<file path="config.mk">
export PLATFORM = sky130hd
export DESIGN_NAME = keypress_led_fade_engine_unit
export DESIGN_NICKNAME = d
export VERILOG_FILES = /design/src/hw/rtl/klfe_pkg.sv /design/src/hw/rtl/keypress_led_fade_engine_unit.sv /design/src/hw/rtl/klfe_cell.sv /design/src/hw/rtl/klfe_update.sv /design/src/hw/rtl/klfe_steps.sv
export SDC_FILE = /design/constraint.sdc
export NUM_CORES = 2
export LEC_CHECK = 0
export ABC_CLOCK_PERIOD_IN_PS = 8400
export BUFFER_PORTS_ARGS = -buffer_cell sky130_fd_sc_hd__buf_2
export CORE_MARGIN = 2
export CORE_UTILIZATION = 55
export DETAILED_ROUTE_END_ITERATION = 12
export GPL_TIMING_DRIVEN = 0
export PLACE_DENSITY = 0.82
export SLEW_MARGIN = 20
export SYNTH_ARGS = -nofsm -noshare
export SYNTH_HDL_FRONTEND = slang
export SYNTH_SLANG_ARGS = --single-unit
</file>
<file path="constraint.sdc">
create_clock -name clk -period 8.4 [get_ports clk]
set_clock_uncertainty 0.05 [all_clocks]
set_input_delay 2.52 -clock clk [delete_from_list [all_inputs] [get_ports clk]]
set_output_delay 2.52 -clock clk [all_outputs]
set_load 0.01 [all_outputs]
</file>
<file path="src/hw/rtl/klfe_pkg.sv">
`default_nettype none

package klfe_pkg;

  localparam int PIXEL_COUNT_DEFAULT = 32;
  localparam int KEY_COUNT = 50;

  localparam logic [1:0] REG_BASE_BRIGHTNESS   = 2'd0;
  localparam logic [1:0] REG_REFRESH_PERIOD_MS = 2'd1;

  localparam logic [6:0] BRIGHTNESS_RESET = 7'd100;
  localparam logic [7:0] PERIOD_RESET     = 8'd25;

  localparam logic [22:0] RECIP_25  = 23'd5368710;
  localparam logic [21:0] RECIP_125 = 22'd2147484;

  localparam logic [4:0] KEY_TABLE [KEY_COUNT] = '{
    5'd30, 5'd29, 5'd28, 5'd27, 5'd26, 5'd25, 5'd25, 5'd26, 5'd27, 5'd28, 5'd29, 5'd30,
    5'd24, 5'd23, 5'd22, 5'd21, 5'd20, 5'd19, 5'd19, 5'd20, 5'd21, 5'd22, 5'd23, 5'd24,
    5'd18, 5'd17, 5'd16, 5'd15, 5'd14, 5'd13, 5'd12, 5'd11, 5'd11, 5'd12, 5'd13, 5'd14,
    5'd15, 5'd16, 5'd17, 5'd18,
    5'd10, 5'd9, 5'd8, 5'd7, 5'd6, 5'd6, 5'd7, 5'd8, 5'd9, 5'd10
  };

  typedef struct packed {
    logic       operation;
    logic [5:0] key_position;
    logic       key_pressed;
    logic       from_remote;
  } cmd_t;

  typedef struct packed {
    logic [4:0]  pixel_index;
    logic [15:0] pixel_level;
    logic        last_pixel;
  } pix_t;

  typedef struct packed {
    logic        flag;
    logic [15:0] level;
  } cell_t;

  typedef struct packed {
    logic       en;
    logic [4:0] pix;
    logic       pressed;
  } key_write_t;

  typedef struct packed {
    logic [15:0] level_max;
    logic [16:0] step_rise;
    logic [13:0] step_fall;
  } steps_t;

  function automatic logic [4:0] key_to_pixel(input logic [5:0] pos);
    logic [4:0] pix;
    pix = 5'd0;
    if (pos < 6'(KEY_COUNT)) begin
      pix = KEY_TABLE[pos];
    end
    return pix;
  endfunction

  // Exact quotient by 25 for any 22-bit dividend.
  function automatic logic [17:0] div25(input logic [21:0] y);
    logic [44:0] prod;
    prod = 45'(y) * 45'(RECIP_25);
    return prod[44:27];
  endfunction

  // Exact quotient by 125 for any 21-bit dividend.
  function automatic logic [14:0] div125(input logic [20:0] z);
    logic [42:0] prod;
    prod = 43'(z) * 43'(RECIP_125);
    return prod[42:28];
  endfunction

endpackage

`default_nettype wire

</file>
<file path="src/hw/rtl/keypress_led_fade_engine_unit.sv">
`default_nettype none

// Channel  Direction  Beat type  Handshake
// cmd      in         cmd_t      cmd_valid / cmd_stall
// pix      out        pix_t      pix_valid / pix_stall
// cfg      in         8-bit      cfg_we, cfg_index (no handshake)
//
// A key event yields no beat. A refresh tick rotates the ring of pixel cells once, one
// pixel per cycle in which the pix output can move, and the next command is taken once
// the last pixel has shifted; a stalled last beat does not hold it back.
// After reset and after each register write the step derivation runs through its
// PH_MAX, PH_PROD and PH_DIV phases, during which cmd_stall is high. A stalled pix
// beat holds the ring still.

module keypress_led_fade_engine_unit
  import klfe_pkg::*;
#(
  parameter int PIXEL_COUNT = PIXEL_COUNT_DEFAULT
) (
  input  wire logic       clk,
  input  wire logic       rst,
  input  wire logic       cmd_valid,
  output logic            cmd_stall,
  input  wire cmd_t       cmd_data,
  output logic            pix_valid,
  input  wire logic       pix_stall,
  output pix_t            pix_data,
  input  wire logic       cfg_we,
  input  wire logic [1:0] cfg_index,
  input  wire logic [7:0] cfg_data
);

  localparam int CW = $clog2(PIXEL_COUNT);
  localparam logic [CW-1:0] LAST = CW'(PIXEL_COUNT - 1);

  steps_t     steps;
  logic       busy;
  logic       active;
  logic [CW-1:0] count;
  logic       accept;
  logic       advance;
  key_write_t key_write;
  cell_t      ring [PIXEL_COUNT];
  cell_t      tail;
  logic [15:0] level_next;

  klfe_steps u_steps (
    .clk      (clk),
    .rst      (rst),
    .cfg_we   (cfg_we),
    .cfg_index(cfg_index),
    .cfg_data (cfg_data),
    .steps    (steps),
    .busy     (busy)
  );

  klfe_update u_update (
    .head      (ring[0]),
    .steps     (steps),
    .level_next(level_next)
  );

  assign cmd_stall = busy || active;
  assign accept    = cmd_valid && !cmd_stall;
  assign advance   = active && (!pix_valid || !pix_stall);

  always_comb begin
    key_write.en      = accept && !cmd_data.operation && cmd_data.from_remote &&
                        (cmd_data.key_position < 6'(KEY_COUNT));
    key_write.pix     = key_to_pixel(cmd_data.key_position);
    key_write.pressed = cmd_data.key_pressed;
    tail.flag         = ring[0].flag;
    tail.level        = level_next;
  end

  for (genvar i = 0; i < PIXEL_COUNT; i++) begin : g_cell
    if (i == PIXEL_COUNT - 1) begin : g_tail
      klfe_cell #(.INDEX(i)) u_cell (
        .clk      (clk),
        .rst      (rst),
        .shift    (advance),
        .key_write(key_write),
        .from_next(tail),
        .held     (ring[i])
      );
    end else begin : g_body
      klfe_cell #(.INDEX(i)) u_cell (
        .clk      (clk),
        .rst      (rst),
        .shift    (advance),
        .key_write(key_write),
        .from_next(ring[i+1]),
        .held     (ring[i])
      );
    end
  end

  always_ff @(posedge clk) begin
    if (rst) begin
      active    <= 1'b0;
      count     <= '0;
      pix_valid <= 1'b0;
    end else begin
      if (accept && cmd_data.operation) begin
        active <= 1'b1;
        count  <= '0;
      end
      if (advance) begin
        count <= count + 1'b1;
        if (count == LAST) begin
          active <= 1'b0;
        end
      end
      if (advance) begin
        pix_valid <= 1'b1;
      end else if (!pix_stall) begin
        pix_valid <= 1'b0;
      end
    end
    if (advance) begin
      pix_data.pixel_index <= count[4:0];
      pix_data.pixel_level <= level_next;
      pix_data.last_pixel  <= (count == LAST);
    end
  end

  a_tick_starts: assert property (@(posedge clk) disable iff (rst)
    accept && cmd_data.operation |=> active && (count == '0))
    else $error("refresh tick did not start the ring walk");

  a_walk_ends: assert property (@(posedge clk) disable iff (rst)
    advance && (count == LAST) |=> !active && pix_valid && pix_data.last_pixel)
    else $error("ring walk did not end on the last pixel");

  a_no_shift_idle: assert property (@(posedge clk) disable iff (rst)
    !active |-> !advance)
    else $error("ring shifted outside a refresh tick");

  a_busy_stalls: assert property (@(posedge clk) disable iff (rst)
    busy |-> cmd_stall)
    else $error("command accepted while steps were being derived");

  a_key_no_beat: assert property (@(posedge clk) disable iff (rst)
    accept && !cmd_data.operation && !active |=> !active)
    else $error("key event started a ring walk");

endmodule

`default_nettype wire

</file>
<file path="src/hw/rtl/klfe_cell.sv">
`default_nettype none

module klfe_cell
  import klfe_pkg::*;
#(
  parameter int INDEX = 0
) (
  input  wire logic       clk,
  input  wire logic       rst,
  input  wire logic       shift,
  input  wire key_write_t key_write,
  input  wire cell_t      from_next,
  output cell_t           held
);

  cell_t cell_q;

  always_ff @(posedge clk) begin
    if (rst) begin
      cell_q <= '0;
    end else if (shift) begin
      cell_q <= from_next;
    end else if (key_write.en && (6'(key_write.pix) == 6'(INDEX))) begin
      cell_q.flag <= key_write.pressed;
    end
  end

  assign held = cell_q;

endmodule

`default_nettype wire

</file>
<file path="src/hw/rtl/klfe_update.sv">
`default_nettype none

module klfe_update
  import klfe_pkg::*;
(
  input  wire cell_t       head,
  input  wire steps_t      steps,
  output logic [15:0]      level_next
);

  logic [17:0] raised;
  logic [17:0] moved;

  always_comb begin
    raised = 18'(head.level) + 18'(steps.step_rise);
    if (head.flag) begin
      moved = raised;
    end else if (head.level > 16'(steps.step_fall)) begin
      moved = 18'(head.level) - 18'(steps.step_fall);
    end else begin
      moved = '0;
    end
    if (moved > 18'(steps.level_max)) begin
      level_next = steps.level_max;
    end else begin
      level_next = moved[15:0];
    end
  end

endmodule

`default_nettype wire

</file>
<file path="src/hw/rtl/klfe_steps.sv">
`default_nettype none

module klfe_steps
  import klfe_pkg::*;
(
  input  wire logic       clk,
  input  wire logic       rst,
  input  wire logic       cfg_we,
  input  wire logic [1:0] cfg_index,
  input  wire logic [7:0] cfg_data,
  output steps_t          steps,
  output logic            busy
);

  typedef enum logic [1:0] {
    PH_IDLE,
    PH_MAX,
    PH_PROD,
    PH_DIV
  } phase_t;

  phase_t      phase;
  logic [6:0]  brightness;
  logic [7:0]  period;
  logic [23:0] prod;
  logic [17:0] rise_q;
  logic [14:0] fall_q;
  logic [17:0] max_q;

  always_ff @(posedge clk) begin
    if (rst) begin
      phase      <= PH_MAX;
      brightness <= BRIGHTNESS_RESET;
      period     <= PERIOD_RESET;
    end else begin
      case (phase)
        PH_MAX: begin
          steps.level_max <= max_q[15:0];
          phase           <= PH_PROD;
        end
        PH_PROD: begin
          prod  <= 24'(steps.level_max) * 24'(period);
          phase <= PH_DIV;
        end
        PH_DIV: begin
          steps.step_rise <= rise_q[16:0];
          steps.step_fall <= fall_q[13:0];
          phase           <= PH_IDLE;
        end
        default: begin
          phase <= PH_IDLE;
        end
      endcase
      if (cfg_we) begin
        case (cfg_index)
          REG_BASE_BRIGHTNESS: begin
            brightness <= cfg_data[6:0];
            phase      <= PH_MAX;
          end
          REG_REFRESH_PERIOD_MS: begin
            period <= cfg_data;
            phase  <= PH_MAX;
          end
          default: begin
          end
        endcase
      end
    end
  end

  always_comb begin
    max_q  = div25({2'b00, brightness, 13'd0});
    rise_q = div25(prod[23:2]);
    fall_q = div125(prod[23:3]);
  end

  assign busy = (phase != PH_IDLE);

endmodule

`default_nettype wire
</file>
==> results by group <==
Run status
  – Status: completed

Synth
  – Ys Warns: 0
  – Number of synthesized register bits: 659
  – Area fraction in compound gates after synthesis: 12.0%
  – Netlist Area Pre-Place: 0.0448 mm^2
  – Post-synthesis adder-cell area fraction: 32.4%
  – Post-synthesis sequential area ratio: 31.5%
  – Mux cell area share after synthesis: 0.209%
  – XOR/XNOR share of the synthesized area: 1.43%
  – Post-synth EDFFs: 91
  – Area share of and/or/nand/nor cells after synthesis: 15.2%
  – Synth cell types: 95
  – Fraction of registers with async set/reset: 0%
  – Top FF cell, synth: dfxtp_1
  – Largest family of logic cells by synthesized area: adder cells
  – Syn Inst Count: 5047
  – Synthesized Nets: 6005
  – Synthesized area per cell: 8.88 um^2

Global routing
  – Initial antenna violation count: 0
  – Total gr overflow: 0
  – First-pass GRT wire length: 178000 um
  – Gr usage total: 26.5%
  – Vias in the first global route: 35300
  – Largest net degree at the start of global routing: 28

Final layout
  – Diodes inserted: 0
  – Fillers: 6517
  – Layout area overhead: 8.72%
  – Commonest non-fill, non-tap cell in the layout: nand2_1
  – Share of layout cells above drive strength 1: 3.91%
  – Most frequent cells in the layout: nand2_1 (1165), inv_1 (618), a21oi_1 (576), dfxtp_1 (568), ha_1 (555)
  – Final net count: 6116
  – Multi-input combinational cell area: 0.0274 mm^2
  – Sequential cell area: 0.0141 mm^2

Clocking
  – CTS tree: yes
  – Post-CTS sizing: 0
  – CTS buffer count: 61
  – Clk slew on worst S/H paths: 0.07 ns
  – Htree depth: 2
  – CTS sink cnt: 659
  – Hold_buf cts: 0
  – Max clock buf depth: 3
  – Clock Latency Late Sink: 0.65 ns
  – Post-CTS Setup Inserts: 0
  – CTS root buffer: clkbuf_16

STA
  – Slew margin rel.: 29.7%
  – Final worst path period share: 91.3%
  – RSZ-0062 raised after global routing: false
  – # setup viols final: 0
  – Hold slack final: 0.350 ns
  – Slew Viols, Final: 0
  – TNS Setup: 0 ns
  – F_max: 0.130 GHz
  – Final worst path period need: 7.67 ns
  – Slew @ Worst Pin: 1.04 ns
  – Final Hold Fails: 0

Floorplan
  – IO Count: 48
  – Die Y: 289 um
  – Initial Util: 55.6%
  – Row count: 104
  – Die X: 289 um
  – Die area: 0.0837 mm^2
  – Core area: 0.0805 mm^2

Drt
  – Initial DRC count: 2796
  – Vias per std cell: 5.59
  – Vias: 35000
  – DRT antenna net count: 0
  – Final wirelength: 109000 um
  – WL per Instance: 17.4 um
  – DR pass1 iterations: 6
  – # DRC: 0

Setup path
  – FF-to-FF setup slack: 0.73 ns
  – WP data arrival: 7.86 ns
  – Crit. End Element: register
  – CP Max Fanout: 12
  – Worst setup SP type: register
  – Critical path class: reg -> reg
  – Req. time, crit path: 8.59 ns

Job
  – Max cap viols: 0

Placement
  – Post-DP HPWL: 85300 um
  – GP Congestion: 0.966
  – Port Buffers: 45

Worst hold path
  – Hold Crit Class: reg -> reg
[sequential cells by signal (all words and copies together) (netlist names)]
name,count
u_steps.prod,22
u_steps.period,8
u_steps.phase,2
u_steps.brightness,7
active,1
g_cell.g_body.u_cell.held,527
pix_data,22
u_steps.steps,47
g_cell.g_tail.u_cell.held,17
pix_valid,1
count,5
[critical path, cell delays in order (launching register included)]
cell      delay [ns]
edfxtp_1        0.74
ha_1            0.64
inv_1           0.22
fa_1            0.49
fa_1            0.53
fa_1            0.55
inv_1           0.05
fa_1            0.40
fa_1            0.51
inv_1           0.05
fa_1            0.51
inv_1           0.05
ha_1            0.19
a21oi_1         0.31
o21ai_0         0.15
nor2_1          0.10
o21a_1          0.12
a21oi_1         0.12
o21ai_0         0.23
a21oi_1         0.16
nand2b_1        0.23
o311ai_0        0.91
[area by class of cell]
| type | count | area share (%) |
|---|---|---|
| Sequential cell | 659 | 29.0 |
| Multi-Input combinational cell | 3527 | 56.4 |
| Buffer | 240 | 1.91 |
| Timing Repair Buffer | 48 | 0.599 |
| Clock inverter | 29 | 0.979 |
| Tap cell | 1060 | 2.72 |
| Inverter | 621 | 4.79 |
| Clock buffer | 87 | 3.69 |
[synth_stat cells, types with 15 or more instances]
library cell | number | share of area (%)
xor2_1 | 21 | 0.41
o21a_1 | 26 | 0.44
nor3_1 | 34 | 0.38
and2_1 | 66 | 0.92
nand2_1 | 1165 | 9.8
nand4_1 | 26 | 0.36
nand3_1 | 64 | 0.72
a21oi_1 | 576 | 6.4
and3_1 | 15 | 0.21
clkbuf_1 | 219 | 1.8
o211ai_1 | 23 | 0.39
inv_1 | 618 | 5.2
nand3b_1 | 20 | 0.34
nor2b_1 | 27 | 0.38
dfxtp_1 | 568 | 25
nor2_1 | 125 | 1.0
a311oi_1 | 31 | 0.61
nand2b_1 | 17 | 0.24
edfxtp_1 | 91 | 6.1
fa_1 | 379 | 17
xnor2_1 | 52 | 1.0
a21o_1 | 34 | 0.57
or3_1 | 25 | 0.35
ha_1 | 555 | 16
a211oi_1 | 20 | 0.34
o21ai_0 | 73 | 0.82
[cell families (layout without fill, tap and decap cells)]
group	Yosys count	after routing
AOI/OAI and AO/OA	900	900
xor gates and xnor gates	73	73
adders and majority gates	934	934
buffers and inverters	861	1025
DFF	659	659
muxes	9	9
and+or+nand+nor	1611	1611
[per-stage QoR]
| step | std cells | cell area [um^2] | utilization, % | setup WS [ns] |
|---|---|---|---|---|
| 6_report | 6271 | 48700 | 60.5 | 0.727 |
| 5_1_grt | 6271 | 48700 | 60.5 | 0.473 |
| 4_1_cts | 6271 | 48700 | 60.5 | 0.840 |
| 3_5_place_dp | 6155 | 46400 | 57.6 | 0.922 |
| 3_3_place_gp | 6152 | 46300 | 57.5 | 0.969 |
| 2_1_floorplan | 5047 | 44800 | - | 2.25 |
[worst paths after layout]
check	to	depth (start not counted)	start
worst max register to register	u_steps.steps[19]$_DFFE_PP_	21	u_steps.prod[13]$_DFFE_PP_
worst min-delay path	g_cell[17].g_body.u_cell.held[0]$_SDFFE_PP0P_	2	g_cell[18].g_body.u_cell.held[0]$_SDFFE_PP0P_
worst max-delay path	u_steps.steps[19]$_DFFE_PP_	21	u_steps.prod[13]$_DFFE_PP_
worst min register to register	g_cell[17].g_body.u_cell.held[0]$_SDFFE_PP0P_	2	g_cell[18].g_body.u_cell.held[0]$_SDFFE_PP0P_
[per-layer routing]
layer	track usage [%]	vias to the layer above	part of all wire (%)
li1	-	16800	-
met5	0	-	0
met2	44.1	1157	46
met4	10.4	0	4.1
met1	35.1	16900	43
met3	3.65	248	6.5
Power is left out: the tool's default activity adds up to more than one toggle a clock period on the data nets, which glitch-free logic cannot reach.
